===== config.mk =====
export PLATFORM = sky130hd
export DESIGN_NAME = svpc_axis
export DESIGN_NICKNAME = d
export VERILOG_FILES = /design/src/rtl/svpc_pkg.sv /design/src/rtl/svpc_sqrt.sv /design/src/rtl/svpc_axis.sv
export SDC_FILE = /design/constraint.sdc
export NUM_CORES = 2
export LEC_CHECK = 0
export BUFFER_PORTS_ARGS = -buffer_cell sky130_fd_sc_hd__clkbuf_2
export CAP_MARGIN = 25
export CORE_MARGIN = 8
export CORE_UTILIZATION = 23
export DETAILED_ROUTE_END_ITERATION = 12
export SETUP_SLACK_MARGIN = 0.3
export SYNTH_ARGS = -nofsm -noshare
export SYNTH_HDL_FRONTEND = slang
export SYNTH_HIERARCHICAL = 1
export SYNTH_SLANG_ARGS = --single-unit

===== constraint.sdc =====
create_clock -name clk -period 8.18 [get_ports clk]
set_clock_uncertainty 0.2 [all_clocks]
set_input_delay 0.818 -clock clk [delete_from_list [all_inputs] [get_ports clk]]
set_output_delay 0.818 -clock clk [all_outputs]
set_load 0.02 [all_outputs]

===== src/rtl/svpc_pkg.sv =====
// ----------------------------------------------------------------------------
// svpc_pkg
// Shared widths, register indexes, reset values and the square root stage
// count for the velocity command unit.
// ----------------------------------------------------------------------------
package svpc_pkg;

	localparam int ACC_W  = 24;
	localparam int VEL_W  = 23;
	localparam int TOL_W  = 23;
	localparam int ATOL_W = 19;
	localparam int YAW_W  = 20;
	localparam int OUT_W  = 24;
	localparam int CFG_W  = 24;
	localparam int IDX_W  = 3;

	// register indexes
	localparam logic [IDX_W-1:0] REG_ACCEL_LIN = 3'd0;
	localparam logic [IDX_W-1:0] REG_ACCEL_ANG = 3'd1;
	localparam logic [IDX_W-1:0] REG_VMAX_LIN  = 3'd2;
	localparam logic [IDX_W-1:0] REG_VMIN_LIN  = 3'd3;
	localparam logic [IDX_W-1:0] REG_VMAX_ANG  = 3'd4;
	localparam logic [IDX_W-1:0] REG_VMIN_ANG  = 3'd5;
	localparam logic [IDX_W-1:0] REG_TOL_LIN   = 3'd6;
	localparam logic [IDX_W-1:0] REG_TOL_ANG   = 3'd7;

	localparam logic [ACC_W-1:0]  RST_ACCEL_LIN = 24'd32768;
	localparam logic [ACC_W-1:0]  RST_ACCEL_ANG = 24'd65536;
	localparam logic [VEL_W-1:0]  RST_VMAX_LIN  = 23'd32768;
	localparam logic [VEL_W-1:0]  RST_VMIN_LIN  = 23'd3277;
	localparam logic [VEL_W-1:0]  RST_VMAX_ANG  = 23'd65536;
	localparam logic [VEL_W-1:0]  RST_VMIN_ANG  = 23'd6554;
	localparam logic [TOL_W-1:0]  RST_TOL_LIN   = 23'd655;
	localparam logic [ATOL_W-1:0] RST_TOL_ANG   = 19'd3277;

	// two root bits per stage
	function automatic int sqrt_stages(int rad_w);
		return (rad_w + 3) / 4;
	endfunction

endpackage


===== src/rtl/svpc_sqrt.sv =====
// ----------------------------------------------------------------------------
// svpc_sqrt
// Pipelined restoring integer square root, two root bits per stage, with a
// sideband that travels alongside the data.
// ----------------------------------------------------------------------------
module svpc_sqrt #(
	parameter int RAD_W  = 49,
	parameter int SIDE_W = 2,
	localparam int NS     = svpc_pkg::sqrt_stages(RAD_W),
	localparam int ROOT_W = 2 * NS
) (
	input  logic              clk,
	input  logic [RAD_W-1:0]  rad,
	input  logic [SIDE_W-1:0] side_in,
	output logic [ROOT_W-1:0] root,
	output logic [SIDE_W-1:0] side_out
);
	import svpc_pkg::*;

	localparam int PAD_W = 4 * NS;
	localparam int REM_W = ROOT_W + 2;

	logic [PAD_W-1:0]  rad_s  [1:NS-1];
	logic [REM_W-1:0]  rem_s  [1:NS];
	logic [ROOT_W-1:0] root_s [1:NS];
	logic [SIDE_W-1:0] side_s [1:NS];

	for (genvar k = 0; k < NS; k++) begin : g_stage
		logic [PAD_W-1:0]  rad_i;
		logic [REM_W-1:0]  rem_i;
		logic [ROOT_W-1:0] root_i;
		logic [SIDE_W-1:0] side_i;
		logic [REM_W-1:0]  rem_n;
		logic [ROOT_W-1:0] root_n;

		if (k == 0) begin : g_first
			assign rad_i  = PAD_W'(rad);
			assign rem_i  = '0;
			assign root_i = '0;
			assign side_i = side_in;
		end else begin : g_next
			assign rad_i  = rad_s[k];
			assign rem_i  = rem_s[k];
			assign root_i = root_s[k];
			assign side_i = side_s[k];
		end

		always_comb begin
			logic [REM_W+1:0]  sh_v;
			logic [REM_W+1:0]  tr_v;
			logic [REM_W+1:0]  df_v;
			logic [REM_W-1:0]  rem_v;
			logic [ROOT_W-1:0] root_v;
			rem_v  = rem_i;
			root_v = root_i;
			for (int j = 0; j < 2; j++) begin
				sh_v = {rem_v, rad_i[PAD_W-1-2*j -: 2]};
				tr_v = {2'b00, root_v, 2'b01};
				df_v = sh_v - tr_v;
				if (sh_v >= tr_v) begin
					rem_v  = df_v[REM_W-1:0];
					root_v = {root_v[ROOT_W-2:0], 1'b1};
				end else begin
					rem_v  = sh_v[REM_W-1:0];
					root_v = {root_v[ROOT_W-2:0], 1'b0};
				end
			end
			rem_n  = rem_v;
			root_n = root_v;
		end

		always_ff @(posedge clk) begin
			rem_s[k+1]  <= rem_n;
			root_s[k+1] <= root_n;
			side_s[k+1] <= side_i;
		end

		if (k < NS - 1) begin : g_rad
			always_ff @(posedge clk) begin
				rad_s[k+1] <= {rad_i[PAD_W-5:0], 4'b0000};
			end
		end
	end

	assign root     = root_s[NS];
	assign side_out = side_s[NS];

endmodule


===== src/rtl/svpc_axis.sv =====
// ----------------------------------------------------------------------------
// svpc_axis
// One axis of the velocity command: 2*accel*|e|, square root, clamp to the
// max/min speed, then the sign of the error.
// ----------------------------------------------------------------------------
module svpc_axis #(
	parameter int MAG_W = 24
) (
	input  logic                           clk,
	input  logic [MAG_W-1:0]               mag,
	input  logic                           neg,
	input  logic [svpc_pkg::ACC_W-1:0]     accel,
	input  logic [svpc_pkg::VEL_W-1:0]     vmax,
	input  logic [svpc_pkg::VEL_W-1:0]     vmin,
	output logic signed [svpc_pkg::OUT_W-1:0] vel
);
	import svpc_pkg::*;

	localparam int PROD_W = MAG_W + ACC_W;
	localparam int RAD_W  = PROD_W + 1;
	localparam int ROOT_W = 2 * sqrt_stages(RAD_W);

	logic [PROD_W-1:0] prod_s1;
	logic              neg_s1;
	logic              zero_s1;
	logic [ROOT_W-1:0] root;
	logic [1:0]        side_o;
	logic [VEL_W-1:0]  mag_c;
	logic [OUT_W-1:0]  vel_n;
	logic [OUT_W-1:0]  vel_q;

	always_ff @(posedge clk) begin
		prod_s1 <= PROD_W'(accel) * PROD_W'(mag);
		neg_s1  <= neg;
		zero_s1 <= (mag == '0);
	end

	svpc_sqrt #(
		.RAD_W  (RAD_W),
		.SIDE_W (2)
	) u_sqrt (
		.clk      (clk),
		.rad      ({prod_s1, 1'b0}),
		.side_in  ({neg_s1, zero_s1}),
		.root     (root),
		.side_out (side_o)
	);

	// max test wins over min test when the two overlap
	always_comb begin
		if (side_o[0]) begin
			mag_c = '0;
		end else if (root > ROOT_W'(vmax)) begin
			mag_c = vmax;
		end else if (root < ROOT_W'(vmin)) begin
			mag_c = vmin;
		end else begin
			mag_c = root[VEL_W-1:0];
		end
		vel_n = side_o[1] ? (OUT_W'(0) - OUT_W'(mag_c)) : OUT_W'(mag_c);
	end

	always_ff @(posedge clk) begin
		vel_q <= vel_n;
	end

	assign vel = $signed(vel_q);

endmodule


Word-level counts from Yosys, hierarchy flattened
Memories as Yosys holds them, arrays and structs flattened.
Index checks and enable logic that the tools add are counted.
Storage, ports and cells
  memory bits (writable): 1304
  bits of input ports: 96
  output and inout bits: 24
  memories: 4
  bits in registers: 74
  word-level logic and storage cells: 118
Memory list
  u_sqrt.rad_s: depth 12, bits a word 48, rd ports 12, clocked after Yosys merged registers in 0, write ports 12, RTL line svpc_sqrt.sv:23  | logic [PAD_W-1:0] rad_s [1:NS-1];
  u_sqrt.rem_s: depth 13, bits a word 28, rd ports 12, clocked after Yosys merged registers in 0, write ports 13, RTL line svpc_sqrt.sv:24  | logic [REM_W-1:0] rem_s [1:NS];
  u_sqrt.root_s: depth 13, bits a word 26, rd ports 13, clocked after Yosys merged registers in 0, write ports 13, RTL line svpc_sqrt.sv:25  | logic [ROOT_W-1:0] root_s [1:NS];
  u_sqrt.side_s: depth 13, bits a word 2, rd ports 13, clocked after Yosys merged registers in 0, write ports 13, RTL line svpc_sqrt.sv:26  | logic [SIDE_W-1:0] side_s [1:NS];
Cells by class
  $mul: 1
  mux-type cells: 54
  order comparisons: 27
  reduce and logical (&&, ||, !) cells: 1
  $add $sub $neg: 26
Operators with widths (number)
  30-bit by 28-bit >= comparator with 1-bit output: 24
  28-bit 2-to-1 mux: 25
  28-bit subtractor: 24
  23-bit 2-to-1 mux: 4
  24-bit by 24-bit multiplier with 48-bit output: 1
  26-bit by 23-bit greater-than comparator with 1-bit output: 1
  26-bit by 23-bit < comparator with 1-bit output: 1
  1-bit 2-to-1 mux: 25
  24-bit zero test: 1
  1-bit by 23-bit subtractor with 24-bit output (first input constant): 1
  1-bit by 1-bit subtractor with 2-bit output (second input constant): 1
  1-bit >= comparator (second input constant): 1

Depth between registers and ports, before layout
An unclocked memory read counts as a cell.
  depth after elaboration: 7
  mapped depth: 28
  gate-level depth less buffers: 26

Cells and area by module
The synthesis kept the hierarchy.
Modules (own cells, without submodules)
  svpc_sqrt: area an instance 43925.9 µm², times used 1, cells each 5045
  svpc_axis: area an instance 22780.6 µm², times used 1, cells each 2562

Least setup slack after synthesis
No wires, ideal clock.
  kind: in2reg
  from: input accel[9] (netlist name)
  to: register prod_s1[45]
  slack: 487 ps
  library setup time: 106 ps
  data arrival time: 7387 ps
  buffers on the path: 1
  required time: 7874 ps
  stages: 25
  path through: clkbuf_1 -> nand2_1 -> fa_1 -> inv_1 -> fa_1 -> inv_1 -> fa_1 -> inv_1 -> fa_1 -> fa_1 -> fa_1 -> inv_1 -> fa_1 -> inv_1 -> ha_1 -> nand3_1 -> nor2_1 -> a211o_1 -> a221o_1 -> a31o_2 -> a21oi_1 -> o21ai_0 -> a21oi_1 -> or4b_2 -> o311ai_0
On the way
  word-level cells in the longest chain between the ends: 1
Ends and longest elaborated chain
  start: declaration: RTL line svpc_axis.sv:12  | input logic [svpc_pkg::ACC_W-1:0] accel,
  24-bit by 24-bit multiplier with 48-bit output: RTL line svpc_axis.sv:33  | prod_s1 <= PROD_W'(accel) * PROD_W'(mag);
  end signal: assignment: RTL line svpc_axis.sv:33
  end: declaration: RTL line svpc_axis.sv:23  | logic [PROD_W-1:0] prod_s1;
Every way passes these cells.
A chain may end at the register's enable or synchronous reset.

Worst setup path in the final report
  from: input mag[5]
  to: register prod_s1[45]
On the way
  word-level cells in the longest chain between the ends: 1
Ends and longest elaborated chain
  start: declaration: RTL line svpc_axis.sv:10  | input logic [MAG_W-1:0] mag,
  24-bit by 24-bit multiplier with 48-bit output: RTL line svpc_axis.sv:33
Every way passes these cells.

==> reports/metrics.yaml <==
grt_usage_pct: 10.4
regToRegEndpoint: "u_sqrt/rem_s[0][203]$_DFF_P_"
worstHoldEndpoint: "u_sqrt/rad_s[0][432]$_DFF_P_"
ios: 120
syn_inst: 7607
slew_headroom_pct: 35.1
gr-usage-met3_pct: 1.56
path_class: "in2reg"
synth_seq_cells: 890
worstPathRequired_ns: 8.63
critical_path_arrival_ns: 7.78
wl_per_cell_um: 14.3
most-common-layout-cells: "dfxtp_1 (890), inv_1 (885), nand2_1 (668)"
status: "finished clean"
grt.overflow.total: 0
tightest_slew_ns: 0.974
die_w_um: 555
r2r_cells: 21
hold_viol_final: 0
fill_cells: 31000
timing.final.crit_share_pct: 89.6
drcViolationCount: 0
gr-usage-met1_pct: 13.9
grt_pass1_vias: 51400
layout.nets: 8883
drv_slew: 0
synth_area_per_cell_um2: 8.77
dieArea_um2: 308000
rrSetupSlack_ns: 1.41
vias: 51700
clockBufferDepth: 3
hold_path_depth: 0
setup_violations: 0
drtIter0Drc: 3059
die_h_um: 555
wl_um: 166000
seq_area_frac_synth_pct: 26.7
post-place-ws_ns: 0.0948
hold_path.class: "reg2reg"
cts_tree: "yes"
r2r_start: "u_sqrt/root_s[0][139]$_DFF_P_"
std_cell_rows: 197
clk_pin_slew_ns: 0.06
grtUsageMet2_pct: 17.3
cp-start-kind: "primary input"
grt_setup_unrepaired: "false"
grt_first_pass_wirelength_um: 270000
clkSinkCount: 890
gp_congestion: 0.874
synthesis.area_um2: 66700
synth_enable_flop_cells: 0
hp-start: "u_sqrt/rad_s[0][384]$_DFF_P_"
layout_setup_ws_ns: 0.851
period_minus_slack_ns: 7.33
drive_gt1_share_pct: 7.58
synth_top_area_share_pct: 26.7
synth_ff_type: "dfxtp_1"
clk_latency_ns: 0.75
synth.distinct_cells: 107
busiest_layer: "met2"
cp_max_fo: 10
async_flop_share_pct: 0
cp-end-kind: "flip-flop"
layout_commonest_cell: "dfxtp_1"
ctsHtreeMaxLevel: 3
tns_ns: 0
cts_root_buf: "clkbuf_16"
cts_setup_buffers: 0
synthTopCellsByArea: "dfxtp_1 (27%), fa_1 (14%), ha_1 (11%), inv_1 (5.0%), xnor2_1 (4.8%)"
dr.pass1.iters: 6
fmax_mhz: 136
maxCapViolations: 0
port_buffers: 119
core_um2: 288000
antenna_found_initial: 2
cts-buffers-inserted: 97
viasPerCell: 4.46
cts_resized: 0
yosysTopAreaCell: "dfxtp_1"
syn_to_final_growth_pct: 13.5
yosysWarnings: 6
ant_nets: 0
grt_max_degree: 50
initial_core_util_pct: 23.1
dpl.hpwl_um: 135000
## worst max-delay path by stage
stage / startpoint / endpoint / slack (ns)
after detailed placement: mag[11] / prod_s1[45]$_DFF_P_ / 0.09
after global placement: mag[8] / prod_s1[45]$_DFF_P_ / 0.10
after global routing: mag[5] / prod_s1[45]$_DFF_P_ / 0.56
after floorplan: accel[9] / prod_s1[45]$_DFF_P_ / 0.49
final: mag[5] / prod_s1[45]$_DFF_P_ / 0.85
after CTS: mag[5] / prod_s1[45]$_DFF_P_ / 0.93
## sequential cells by signal (all words and copies together) (netlist names)
signal	flops
u_sqrt/side_s	26
zero_s1	1
u_sqrt/rad_s	312
neg_s1	1
prod_s1	48
vel	24
u_sqrt/root_s	169
u_sqrt/rem_s	309
## synthesized netlist by cell type, types with 17 or more instances
cell type,n
nand3_1,140
and3_1,49
inv_1,885
and2_1,341
nand4b_1,20
fa_1,482
mux2i_1,34
nand4_1,87
dfxtp_1,890
o211ai_1,34
o41ai_1,18
a31o_2,17
nand2b_1,69
nor3b_1,22
nand2_1,668
xor2_1,186
or4_1,39
or2_2,34
mux2_2,75
or3_1,61
nor4_1,87
a41oi_1,17
nor2b_1,54
o21bai_1,47
xnor2_1,362
a211o_1,20
clkbuf_1,210
a21boi_0,21
nor2_1,461
o31ai_1,53
nor3_1,161
o21a_1,69
a31oi_1,50
a211oi_1,60
nand3b_1,22
a21o_1,170
a21oi_1,469
ha_1,572
o21ai_0,259
## what timing repair did
| action | 4_1_cts | 5_1_grt |
|---|---|---|
| hold buffers | 1 | 0 |
| endpoints found under the hold margin | 1 | 0 |
| endpoints found under the setup margin | 0 | 0 |
## final cells by class
class                      instances  area (µm²)  area share [%]
antenna                            2        5.00         0.00661
inverter                         890        3340            4.42
timing repair buffer             269        1780            2.35
clock inverter                    50         697           0.921
clock buffer                     127        2710            3.58
tap                             3781        4730            6.25
multi-input combinational       5585       44600            58.9
sequential                       890       17800            23.5
## logic make-up (layout without fill, tap and decap cells)
| logic type | count (synthesis) | after routing | synth area share, % |
|---|---|---|---|
| AO/OA/AOI/OAI | 1489 | 1489 | 14.5 |
| XOR/XNOR | 548 | 548 | 7.20 |
| adder cells (fa/ha/maj) | 1054 | 1054 | 25.2 |
| buffers and inverters | 1133 | 1336 | 6.44 |
| flip-flops | 890 | 890 | 26.7 |
| multiplexers | 111 | 111 | 1.82 |
| other | 2 | 5 | 0.0113 |
| AND/OR/NAND/NOR | 2380 | 2380 | 18.1 |
## critical path, stage by stage
cell and delay, ns:
clkbuf_2 0.28, buf_4 0.23, nand2_1 0.09, fa_1 0.51, fa_1 0.54, inv_1 0.05
fa_1 0.44, ha_1 0.23, fa_1 0.53, inv_1 0.05, fa_1 0.46, fa_1 0.54
inv_1 0.04, ha_1 0.30, a2111oi_0 0.40, o21ai_0 0.22, a221o_1 0.39, a31o_2 0.24
a21oi_1 0.13, buf_4 0.15, o21ai_0 0.10, buf_4 0.17, a21oi_1 0.16, or4b_2 0.59
o311ai_0 0.11
## per-layer routing
layer,wire [µm],share of wire [%]
met4,5050,3.0
met1,79100,48
met5,13,0.0078
met2,74800,45
met3,7230,4.4
## metrics by stage
stage	hold WS (ns)	utilization, %	cell area [µm²]	cells
2_1_floorplan	0.110	-	66700	7608
3_3_place_gp	0.110	25.0	72200	11400
3_5_place_dp	0.112	25.1	72300	11400
4_1_cts	0.0628	26.2	75700	11600
5_1_grt	0.0712	26.2	75700	11600
6_report	0.0707	26.2	75700	11600
Power is not shown: default switching activity piles up to over one toggle a cycle in this logic, so the estimate is an artifact.
